===== src/design/slwg_pkg.sv =====
// Package for the slip-wall ghost-state pipeline.
// Holds word types, the divider stage bundle and pipeline depth constants.
// No dependencies.
package slwg_pkg;

    localparam int LANES        = 3;
    localparam int FRONT_STAGES = 4;
    localparam int DIV_STEPS    = 33;

    typedef struct packed {
        logic signed [31:0] density;
        logic signed [31:0] mom_x;
        logic signed [31:0] mom_y;
        logic signed [31:0] mom_z;
        logic signed [31:0] energy;
        logic signed [31:0] normal_x;
        logic signed [31:0] normal_y;
        logic signed [31:0] normal_z;
    } in_t;

    typedef struct packed {
        logic signed [31:0] ghost_density;
        logic signed [31:0] ghost_mom_x;
        logic signed [31:0] ghost_mom_y;
        logic signed [31:0] ghost_mom_z;
        logic signed [31:0] ghost_energy;
        logic               invalid;
    } out_t;

    // One divider stage: shared divisor, per-lane partial remainder and a
    // register that shifts numerator bits out and quotient bits in.
    typedef struct packed {
        logic [63:0]                  nn;
        logic [LANES-1:0][63:0]       rem;
        logic [LANES-1:0][DIV_STEPS-1:0] nq;
        logic [LANES-1:0][31:0]       mom;
        logic [LANES-1:0]             qneg;
        logic [31:0]                  density;
        logic [31:0]                  energy;
        logic                         invalid;
    } div_t;

endpackage


===== src/design/slwg_div_step.sv =====
// One restoring-division step for all three lanes, registered.
// Uses slwg_pkg.
module slwg_div_step (
    input  logic           clk,
    input  logic           en,
    input  slwg_pkg::div_t d_in,
    output slwg_pkg::div_t d_out
);

    localparam int L  = slwg_pkg::LANES;
    localparam int QW = slwg_pkg::DIV_STEPS;

    logic [64:0]    trial [L];
    logic [64:0]    diff  [L];
    logic [L-1:0]   ge;
    slwg_pkg::div_t d_next;
    slwg_pkg::div_t d_reg;

    always_comb
    begin
        d_next = d_in;
        for (int i = 0; i < L; i++)
        begin
            trial[i] = {d_in.rem[i], d_in.nq[i][QW-1]};
            diff[i]  = trial[i] - {1'b0, d_in.nn};
            ge[i]    = trial[i] >= {1'b0, d_in.nn};
            d_next.rem[i] = ge[i] ? diff[i][63:0] : trial[i][63:0];
            d_next.nq[i]  = {d_in.nq[i][QW-2:0], ge[i]};
        end
    end

    always_ff @(posedge clk)
    begin
        if (en)
        begin
            d_reg <= d_next;
        end
    end

    assign d_out = d_reg;

endmodule


===== config.mk =====
export PLATFORM = sky130hd
export DESIGN_NAME = slwg_div_step
export DESIGN_NICKNAME = d
export VERILOG_FILES = /design/src/design/slwg_pkg.sv /design/src/design/slwg_div_step.sv
export SDC_FILE = /design/constraint.sdc
export NUM_CORES = 1
export LEC_CHECK = 0
export BUFFER_PORTS_ARGS = -buffer_cell sky130_fd_sc_hd__buf_2
export CORE_AREA = 2 2 409 411
export CTS_CLUSTER_SIZE = 30
export DETAILED_ROUTE_END_ITERATION = 16
export DIE_AREA = 0 0 411 413
export SETUP_SLACK_MARGIN = 0.15
export SYNTH_ARGS = -nofsm -noshare
export SYNTH_HDL_FRONTEND = slang
export SYNTH_SLANG_ARGS = --single-unit
export TNS_END_PERCENT = 20

===== constraint.sdc =====
create_clock -name clk -period 6.42 [get_ports clk]
set_clock_uncertainty 0.1 [all_clocks]
set_input_delay 0 -clock clk [delete_from_list [all_inputs] [get_ports clk]]
set_output_delay 0 -clock clk [all_outputs]
set_load 0.02 [all_outputs]

==> impl_metrics.py <==
metrics = {
    "outcome": {
        "outcome": "complete, no violations",
    },
    "cells_and_area": {
        "final_cells": 6829,
        "final_common_cell": "buf_2",
        "layout.nets": 5256,
        "final_util_pct": 29.2,
        "fillers": 17300,
        "drive_gt1_share_pct": 27.5,
        "post-route-cell-area_sq_um": 48500,
        "layout_common_cells": "buf_2, dlygate4sd3_1, edfxtp_1",
        "syn_to_final_growth_pct": 61.1,
        "largest_reg_flops": 519,
    },
    "cts": {
        "cts-resized-gates": 0,
        "cts_made_buffers": 71,
        "clock-root-buffer": "clkbuf_16",
        "clock_path_buffers": 3,
        "htreeDepth": 3,
        "hold_buffers": 837,
        "cts_sinks": 519,
        "cts_tree": "built",
        "post_cts_buffers": 0,
        "clk_pin_slew_ns": 0.06,
    },
    "route": {
        "m1WireLength_mm": 70.0,
        "finalWirelength_mm": 186,
        "drcViolationCount": 0,
        "ant_nets": 0,
        "wl_met3_mm": 12.9,
        "wl_per_cell_um": 27.3,
        "avgViaCountPerCell": 4.46,
        "first_iter_violations": 2158,
        "via_count": 30500,
        "dr.pass1.iters": 6,
        "top_layer": "met5",
        "wl_met2_mm": 92.0,
    },
    "sta": {
        "setup_violations": 0,
        "fin_ws_ns": 0.833,
        "fin_crit_sh_pct": 87.0,
        "rsz0062_at_grt": "no",
        "max_freq_mhz": 179,
        "worst_slew_pin_slew_ns": 1.06,
        "setup_tns_ns": 0,
        "slew_viol_final": 0,
        "period_minus_slack_ns": 5.59,
        "hold_viol_final": 0,
        "slew_headroom_pct": 28.3,
    },
    "setup_path": {
        "worstPathCellList": "dlygate4sd3_1, buf_2, inv_1, ha_1, and3_1, nand2_1, nor4_1, nand3_1, nand2_1, o211ai_2, a21oi_2, nor2_4, o211a_4, inv_6, mux2_4, dlygate4sd3_1",
        "cp_slowest_cell": "nor4_1",
        "slowest_delay_ns": 0.92,
        "cp-start-kind": "input port",
        "cp-end-kind": "flop",
        "critPathMaxFanout": 61,
        "critPathArrivalTime_ns": 5.92,
        "cp.required_ns": 6.75,
        "crit_type": "input port to flop",
    },
    "grt": {
        "grt_pass1_wl_mm": 245,
        "grt_pass1_vias": 30800,
        "grt_max_degree": 146,
        "grt_antenna_before_repair": 75,
        "grt_usage_pct": 20.9,
        "grt-ovfl-total": 0,
    },
    "synthesis": {
        "seq_area_frac_synth_pct": 51.8,
        "syn_avg_cell_area_sq_um": 11.2,
        "syn-num-nets": 3415,
        "ys_types": 93,
        "ys_seq_elements": 519,
        "ys.flop_type": "edfxtp_1",
        "synth-edff-count": 519,
        "ys.warnings.count": 0,
        "synth_area_sq_um": 30100,
        "syn_inst": 2699,
        "async_reset_ff_share_pct": 0,
    },
    "place": {
        "dp_hpwl_mm": 152,
        "place_area_sq_um": 37600,
        "port_buffers": 1039,
        "gp_congestion": 0.957,
        "placedCellCount": 5834,
        "post-place-ws_ns": 1.18,
    },
    "die": {
        "start_util_pct": 18.1,
        "rows": 150,
        "ioPinCount": 1040,
        "die-area_sq_um": 170000,
        "die_y_um": 413,
        "coreArea_sq_um": 166000,
        "die_x_um": 411,
    },
    "worst_hold_path": {
        "worst_hold_path_type": "input port to flop",
        "whs_path_depth": 2,
    },
    "flow_run": {
        "timing.max_cap.violations": 0,
    },
    "power_and_ir_drop": {
        "p_per_area_nw_per_um2": 252,
        "ir_worst_vdd_v": 0.000201,
        "leakage_nw": 20.5,
    },
}
-- worst paths after layout --
kind,startpoint,endpoint
setup / recovery,d_in[492],d_out[265]$_DFFE_PP_
hold / removal,d_in[82],d_out[82]$_DFFE_PP_
-- Yosys cell counts, types with 11 or more instances --
library cell / count / share of area [%]
and4_1: 18 / 0.52
xor2_1: 60 / 1.7
a21o_1: 117 / 2.9
inv_1: 125 / 1.6
nor2b_1: 23 / 0.48
o21ai_1: 11 / 0.18
edfxtp_1: 519 / 52
nand2_1: 240 / 3.0
clkbuf_1: 76 / 0.95
buf_2: 31 / 0.52
o21a_1: 21 / 0.52
nand4_1: 63 / 1.3
xnor2_1: 103 / 3.0
nand2b_1: 13 / 0.27
a31oi_1: 27 / 0.56
o21bai_1: 49 / 1.2
and3_1: 30 / 0.62
mux2_4: 59 / 2.9
ha_1: 192 / 8.0
nor3_1: 42 / 0.70
a21oi_1: 266 / 4.4
a211oi_1: 13 / 0.32
o31ai_1: 16 / 0.40
o21ai_0: 181 / 3.0
and2_1: 17 / 0.35
nor4_1: 14 / 0.29
nand3_1: 43 / 0.72
o211ai_1: 13 / 0.32
nor2_1: 149 / 1.9
-- per-stage QoR --
stage               total power, mW  hold slack, ns
floorplan                      6.17        -0.00113
global placement               7.59          0.0760
detailed placement             7.59          0.0781
CTS                            12.4         0.00341
global route                   12.7          0.0142
finish                         12.2          0.0243
-- critical path, delay by kind of cell --
family	cells	cell delay, ns
adder cells (fa/ha/maj)	1	0.56
multiplexers	1	0.35
AO/OA/AOI/OAI	3	0.75
AND/OR/NAND/NOR	6	2.14
buffers and inverters	5	2.06
-- kinds of logic after synthesis --
family | synth area share (%)
fa+ha+maj | 8.18
flops | 51.8
buf+inv | 3.61
simple gates | 10.9
xor+xnor | 4.74
mux | 3.23
compound gates | 17.6
-- final cells by class --
class | count | area [sq um] | area share, %
well taps | 2204 | 2760 | 5.69
diodes | 26 | 65.1 | 0.134
multi-input cells | 1932 | 13400 | 27.7
inverters | 128 | 490 | 1.01
flip-flops and latches | 519 | 15600 | 32.1
clock buffers | 80 | 1810 | 3.73
clock inverters | 52 | 624 | 1.29
repair buffers | 1888 | 13700 | 28.3
-- power breakdown --
group	total (mW)	leakage [nW]	switching, mW	internal, mW
Sequential	4.36	5.08	0.154	4.20
Combinational	3.66	14.2	2.24	1.42
Clock	4.21	1.16	1.78	2.43
-- routing by layer --
metal | up-vias | track usage [%]
met3 | 364 | 5.70
met1 | 14900 | 22.9
met2 | 1251 | 36.8
met4 | 48 | 10.8
met5 | - | 0
li1 | 13900 | -
No activity file was read; power rests on OpenSTA's default activity.
