### src/design/slwg_pkg.sv
// Package for the slip-wall ghost-state pipeline.
// Holds word types, the divider stage bundle and pipeline depth constants.
// No dependencies.
package slwg_pkg;

    localparam int LANES        = 3;
    localparam int FRONT_STAGES = 4;
    localparam int DIV_STEPS    = 33;

    typedef struct packed {
        logic signed [31:0] density;
        logic signed [31:0] mom_x;
        logic signed [31:0] mom_y;
        logic signed [31:0] mom_z;
        logic signed [31:0] energy;
        logic signed [31:0] normal_x;
        logic signed [31:0] normal_y;
        logic signed [31:0] normal_z;
    } in_t;

    typedef struct packed {
        logic signed [31:0] ghost_density;
        logic signed [31:0] ghost_mom_x;
        logic signed [31:0] ghost_mom_y;
        logic signed [31:0] ghost_mom_z;
        logic signed [31:0] ghost_energy;
        logic               invalid;
    } out_t;

    // One divider stage: shared divisor, per-lane partial remainder and a
    // register that shifts numerator bits out and quotient bits in.
    typedef struct packed {
        logic [63:0]                  nn;
        logic [LANES-1:0][63:0]       rem;
        logic [LANES-1:0][DIV_STEPS-1:0] nq;
        logic [LANES-1:0][31:0]       mom;
        logic [LANES-1:0]             qneg;
        logic [31:0]                  density;
        logic [31:0]                  energy;
        logic                         invalid;
    } div_t;

endpackage

### src/design/slwg_round.sv
// Final stage: rounds the quotient, applies the correction, saturates and
// forms the ghost word. Combinational; uses slwg_pkg.
module slwg_round (
    input  slwg_pkg::div_t d_in,
    output slwg_pkg::out_t word
);

    localparam int L  = slwg_pkg::LANES;
    localparam int QW = slwg_pkg::DIV_STEPS;

    logic [QW:0]        q     [L];
    logic signed [35:0] corr  [L];
    logic signed [35:0] g     [L];
    logic [31:0]        sat   [L];

    always_comb
    begin
        for (int i = 0; i < L; i++)
        begin
            q[i]    = {1'b0, d_in.nq[i]}
                    + (QW+1)'({d_in.rem[i], 1'b0} >= {1'b0, d_in.nn});
            corr[i] = d_in.qneg[i] ? -$signed(36'(q[i])) : $signed(36'(q[i]));
            g[i]    = 36'($signed(d_in.mom[i])) - corr[i];
            if (d_in.invalid)
            begin
                sat[i] = 32'd0;
            end
            else if (g[i][35:31] == 5'b00000 || g[i][35:31] == 5'b11111)
            begin
                sat[i] = g[i][31:0];
            end
            else if (g[i][35])
            begin
                sat[i] = 32'h8000_0000;
            end
            else
            begin
                sat[i] = 32'h7FFF_FFFF;
            end
        end
        word.ghost_density = d_in.density;
        word.ghost_mom_x   = sat[0];
        word.ghost_mom_y   = sat[1];
        word.ghost_mom_z   = sat[2];
        word.ghost_energy  = d_in.energy;
        word.invalid       = d_in.invalid;
    end

endmodule

### config.mk
export PLATFORM = sky130hd
export DESIGN_NAME = slwg_round
export DESIGN_NICKNAME = d
export VERILOG_FILES = /design/src/design/slwg_pkg.sv /design/src/design/slwg_round.sv
export SDC_FILE = /design/constraint.sdc
export NUM_CORES = 1
export LEC_CHECK = 0
export BUFFER_PORTS_ARGS = -buffer_cell sky130_fd_sc_hd__buf_2
export CAP_MARGIN = 30
export CORE_AREA = 2 2 268 270
export DETAILED_ROUTE_END_ITERATION = 8
export DIE_AREA = 0 0 270 272
export PLACE_DENSITY_LB_ADDON = 0.15
export SETUP_SLACK_MARGIN = 0.1
export SYNTH_ARGS = -nofsm -noshare
export SYNTH_HDL_FRONTEND = slang
export SYNTH_SLANG_ARGS = --single-unit
### constraint.sdc
create_clock -name vclk -period 19.4
set_input_delay 3.88 -clock vclk [all_inputs]
set_output_delay 3.88 -clock vclk [all_outputs]
set_load 0.01 [all_outputs]
==> results.py, run 1 <==
metrics = {
    "timing": {
        "setup_ws_ns": 1.86,
        "hold_viol_final": 0,
        "slew_headroom_pct": 35.9,
        "period_share_pct": 90.4,
        "tns_ns": 0,
        "final_max_slew_viol_count": 0,
        "finalCriticalPeriod_ns": 17.54,
        "max_freq_mhz": 57.0,
        "rsz0062_at_grt": "no",
        "worstMarginPinSlew_ns": 0.961,
        "setup_viol": 0,
    },
    "routing": {
        "via_count": 20668,
        "wl_met2_um": 41100,
        "dr.pass1.iters": 5,
        "m1WireLength_um": 35900,
        "wl_um": 83900,
        "antenna_left": 0,
        "dr.max_layer_used": "met5",
        "drc": 0,
        "wl_per_cell_um": 21.6,
        "wl_met3_um": 5330,
        "drtIter0Drc": 1329,
        "viasPerCell": 5.33,
    },
    "power": {
        "peakVddDrop_v": 0.0000187,
        "power_leakage_nw": 9.56,
        "power_uw": 830,
        "p_per_area_mw_per_mm2": 40.1,
    },
    "yosys": {
        "synth_common_cells": "ha_1, a21oi_1, xnor2_1, nand2_1, o21ai_0",
        "synth.distinct_cells": 91,
        "synth.area.top_cells": "ha_1, xnor2_1, a21oi_1",
        "synth_area_mm2": 0.0176,
        "avgSynthCellArea_um2": 6.94,
        "synthCells": 2542,
        "yosysSeqAreaShare_pct": 0,
        "yosys_warnings": 0,
        "yosysTopAreaCellShare_pct": 21.5,
        "yosys.area.top_type": "ha_1",
        "syn-num-nets": 3367,
        "synth.most_common_cell": "ha_1",
    },
    "final_layout": {
        "final-seq-area_um2": 0,
        "design_area_mm2": 0.0207,
        "layout.nets": 3751,
        "clkbuf_count": 0,
        "syn2layout_area_growth_pct": 17.3,
        "fill_cells": 7922,
        "nFlopsAndLatches": 0,
        "drive_above_1_share_pct": 21.5,
    },
    "global_route": {
        "grt_pass1_vias": 20284,
        "grt-ovfl-total": 0,
        "grt.total_usage_pct": 21.5,
        "grt_max_degree": 68,
        "grt_antenna_before_repair": 31,
        "grt_pass1_wl_um": 125000,
    },
    "setup_path": {
        "startpoint": "d_in[489]",
        "path_buf_inv": 5,
        "slowest_stage": "o311ai_2",
        "cp-end-kind": "output pin",
        "critPathKind": "in -> out",
        "crit_family": "compound AO/OA/AOI/OAI gates",
        "required_ns": 15.52,
        "startpoint_type": "input port",
        "cp.arrival_ns": 13.66,
        "cp_num_cells": 38,
        "crit_fanout": 29,
        "critPathMaxStageDelay_ns": 0.75,
    },
    "die": {
        "die-height_um": 272,
        "dieArea_mm2": 0.0734,
        "coreArea_mm2": 0.0708,
        "chipWidth_um": 270,
        "start_util_pct": 24.9,
        "io_pins": 680,
        "row_count": 98,
    },
    "cts": {
        "cts_resized": 0,
        "hold_buffers": 0,
        "postCtsSetupBuffers": 0,
    },
    "run": {
        "maxCapViolCount": 0,
    },
    "worst_hold_path": {
        "min_to": "word[149]",
        "hold_start": "d_in[53]",
        "hold_depth": 0,
        "hold_class": "in -> out",
    },
    "placement": {
        "postPlaceCellArea_mm2": 0.0207,
        "dp_hpwl_um": 75200,
        "finalWeightedCongestion": 0.936,
        "place_ws_ns": 1.94,
        "port-buffer-count": 552,
    },
    "run_status": {
        "outcome": "finished, final reports clean",
    },
}
## cells by family (layout without fill, tap and decap cells)
kind of cell	Yosys count	after routing	share of synthesized area, %
other	0	7	0
and+or+nand+nor	847	847	25.7
AOI/OAI and AO/OA	790	790	28.9
xor gates and xnor gates	284	284	14.3
buffers and inverters	302	684	8.54
adders and majority gates	306	306	21.8
muxes	13	13	0.780
## per-layer routing
layer  GRT usage, %  vias to the layer above
met5              0                        -
met4           2.69                       38
met3           4.58                      104
met2           39.4                      670
met1           26.3                     9673
li1               -                    10183
## report_power, final
part           switching (mW)  internal (mW)    total [mW]
clock                       0   0.0000000483  0.0000000483
sequential                  0              0             0
combinational           0.510          0.320         0.830
## how the worst max path moves through the flow
stage                           to  slack, ns
final                     word[41]       1.86
after detailed placement  word[41]       1.94
after global routing      word[41]       1.01
after floorplan           word[53]       3.81
after global placement    word[41]       0.20
after CTS                 word[41]       1.90
## layout make-up
type                            instances  area [µm²]  share of cell area, %
Inverter                              116         435                   2.10
Multi-Input combinational cell       2240       16200                   78.2
Tap cell                              950        1190                   5.74
Timing Repair Buffer                  568        2870                   13.9
Antenna cell                            7        17.5                 0.0847
## cells in the final DEF, fill, tap and decap left out, types with 45 or more instances in the layout
master      n
a21o_1    111
a21oi_1   197
buf_2     554
ha_1      303
inv_1     116
nand2_1   172
nand2b_1   45
nand3_1    88
nand4_1    79
nor2_1    157
nor3_1     78
o21ai_0   169
o31ai_1    68
xnor2_1   186
xor2_1     96
## through the flow
stage / hold WS, ns / utilization, % / instances
floorplan: 7.85 / - / 2542
global placement: 7.76 / 29.2 / 3868
detailed placement: 7.76 / 29.2 / 3873
CTS: 7.76 / 29.2 / 3873
global route: 7.76 / 29.2 / 3877
finish: 7.76 / 29.2 / 3881
Power figures use the tool's default switching activity.
==> run 2: changes to the inputs <==
==> constraint.sdc (replaced) <==
create_clock -name vclk -period 18.5
set_input_delay 3.7 -clock vclk [all_inputs]
set_output_delay 3.7 -clock vclk [all_outputs]
set_load 0.01 [all_outputs]
==> run 2 against run 1 <==
Net effect:
- utilization hardly changed
- sequential cell count stayed put
- hold slack worse by 0.36 ns
- total power is 5.2% higher
- first-iteration DRC count is 12% higher
- count of clock-buffer cells in the layout stayed put
- die area stayed put
- combinational power is 5.2% higher
- non-clock buffer count is 4 lower
- cell area hardly changed
- critical endpoint is now word[103]
- largest power group unchanged
- highest routed layer unchanged
==> results.py, run 2 (same netlist as run 1, synthesis figures left out) <==
metrics = {
    "run_status": {
        "outcome": "finished, final reports clean",
    },
    "timing": {
        "period_share_pct": 93.5,
        "finalCriticalPeriod_ns": 17.31,
        "hold_viol_final": 0,
        "max_freq_mhz": 57.8,
        "setup_viol": 0,
        "whs_ns": 7.40,
        "slew_headroom_pct": 31.9,
        "rsz0062_at_grt": "no",
        "final_max_slew_viol_count": 0,
        "worstMarginPinSlew_ns": 1.02,
        "tns_ns": 0,
    },
    "die": {
        "io_pins": 680,
        "die-height_um": 272,
        "start_util_pct": 24.9,
        "chipWidth_um": 270,
        "row_count": 98,
        "coreArea_mm2": 0.0708,
        "dieArea_mm2": 0.0734,
    },
    "worst_hold_path": {
        "hold_class": "in -> out",
        "min_to": "word[149]",
        "hold_depth": 0,
        "hold_start": "d_in[53]",
    },
    "routing": {
        "drtIter0Drc": 1484,
        "viasPerCell": 5.29,
        "antenna_left": 0,
        "wl_per_cell_um": 21.7,
        "drc": 0,
        "dr.pass1.iters": 5,
        "wl_um": 84100,
        "via_count": 20567,
    },
    "setup_path": {
        "crit_fanout": 31,
        "cp-end-kind": "output pin",
        "startpoint_type": "input port",
        "slowest_stage": "nor4b_1",
        "cpMostUsedCell": "a21o_1",
        "cp.arrival_ns": 13.61,
        "required_ns": 14.80,
        "critPathMaxStageDelay_ns": 0.85,
        "critPathKind": "in -> out",
    },
    "global_route": {
        "grt-ovfl-total": 0,
        "grt_pass1_vias": 20371,
        "grt_pass1_wl_um": 126000,
        "grt_antenna_before_repair": 24,
        "grt_max_degree": 68,
        "grt.total_usage_pct": 21.8,
    },
    "final_layout": {
        "layout_commonest_cell": "buf_2",
        "clkbuf_count": 0,
        "fill_cells": 7960,
        "design_area_mm2": 0.0207,
        "syn2layout_area_growth_pct": 17.2,
        "nFlopsAndLatches": 0,
        "final_cell_mix": "buf_2, ha_1, a21oi_1",
        "layout.nets": 3747,
        "drive_above_1_share_pct": 21.4,
        "finish.utilization_pct": 29.2,
        "final-seq-area_um2": 0,
    },
    "placement": {
        "port-buffer-count": 552,
        "finalWeightedCongestion": 0.951,
        "postPlaceCellArea_mm2": 0.0206,
        "dp_hpwl_um": 75400,
    },
    "power": {
        "p_per_area_mw_per_mm2": 42.2,
        "power_leakage_nw": 9.54,
        "peakVddDrop_v": 0.0000186,
        "power_uw": 873,
    },
    "cts": {
        "hold_buffers": 0,
        "postCtsSetupBuffers": 0,
        "cts_resized": 0,
    },
    "run": {
        "maxCapViolCount": 0,
    },
}
==> run 2: worst max path at each step <==
| stage | cells past startpoint | start | end |
|---|---|---|---|
| 2_1_floorplan | 38 | d_in[489] | word[53] |
| 3_3_place_gp | 34 | d_in[457] | word[101] |
| 3_5_place_dp | 34 | d_in[457] | word[103] |
| 4_1_cts | 34 | d_in[457] | word[103] |
| 5_1_grt | 36 | d_in[457] | word[103] |
| 6_report | 34 | d_in[457] | word[103] |
==> run 2: stage by stage <==
stage | instances | setup slack [ns]
global placement | 3865 | 0.799
global route | 3875 | 0.361
detailed placement | 3869 | 1.05
floorplan | 2542 | 3.27
finish | 3886 | 1.19
CTS | 3869 | 1.01
==> run 2: area by class of cell <==
type / count / area (µm²) / share of cell area [%]
well taps: 950 / 1190 / 5.75
repair buffers: 564 / 2840 / 13.7
diodes: 16 / 40.0 / 0.194
multi-input cells: 2240 / 16200 / 78.2
inverters: 116 / 435 / 2.11
==> run 2: critical path, delay by kind of cell <==
family	cells	cell delay [ns]
AO/OA/AOI/OAI	16	4.70
XOR/XNOR	2	0.46
adder cells (fa/ha/maj)	4	1.25
buffers and inverters	3	0.48
multiplexers	2	0.61
AND/OR/NAND/NOR	7	2.37
==> run 2: power by group <==
| group | leakage [nW] | total [mW] | internal [mW] | switching [mW] |
|---|---|---|---|---|
| clock | 0.000101 | 0.000000116 | 0.000000116 | 0 |
| combinational | 9.54 | 0.873 | 0.334 | 0.539 |
| sequential | 0 | 0 | 0 | 0 |
==> run 2: per-layer routing <==
layer | up-vias | GRT usage [%] | wire length, µm
met2 | 693 | 38.9 | 40600
met5 | - | 0 | 146
met3 | 70 | 4.35 | 5750
met4 | 22 | 2.70 | 1190
li1 | 10172 | - | -
met1 | 9610 | 27.5 | 36500
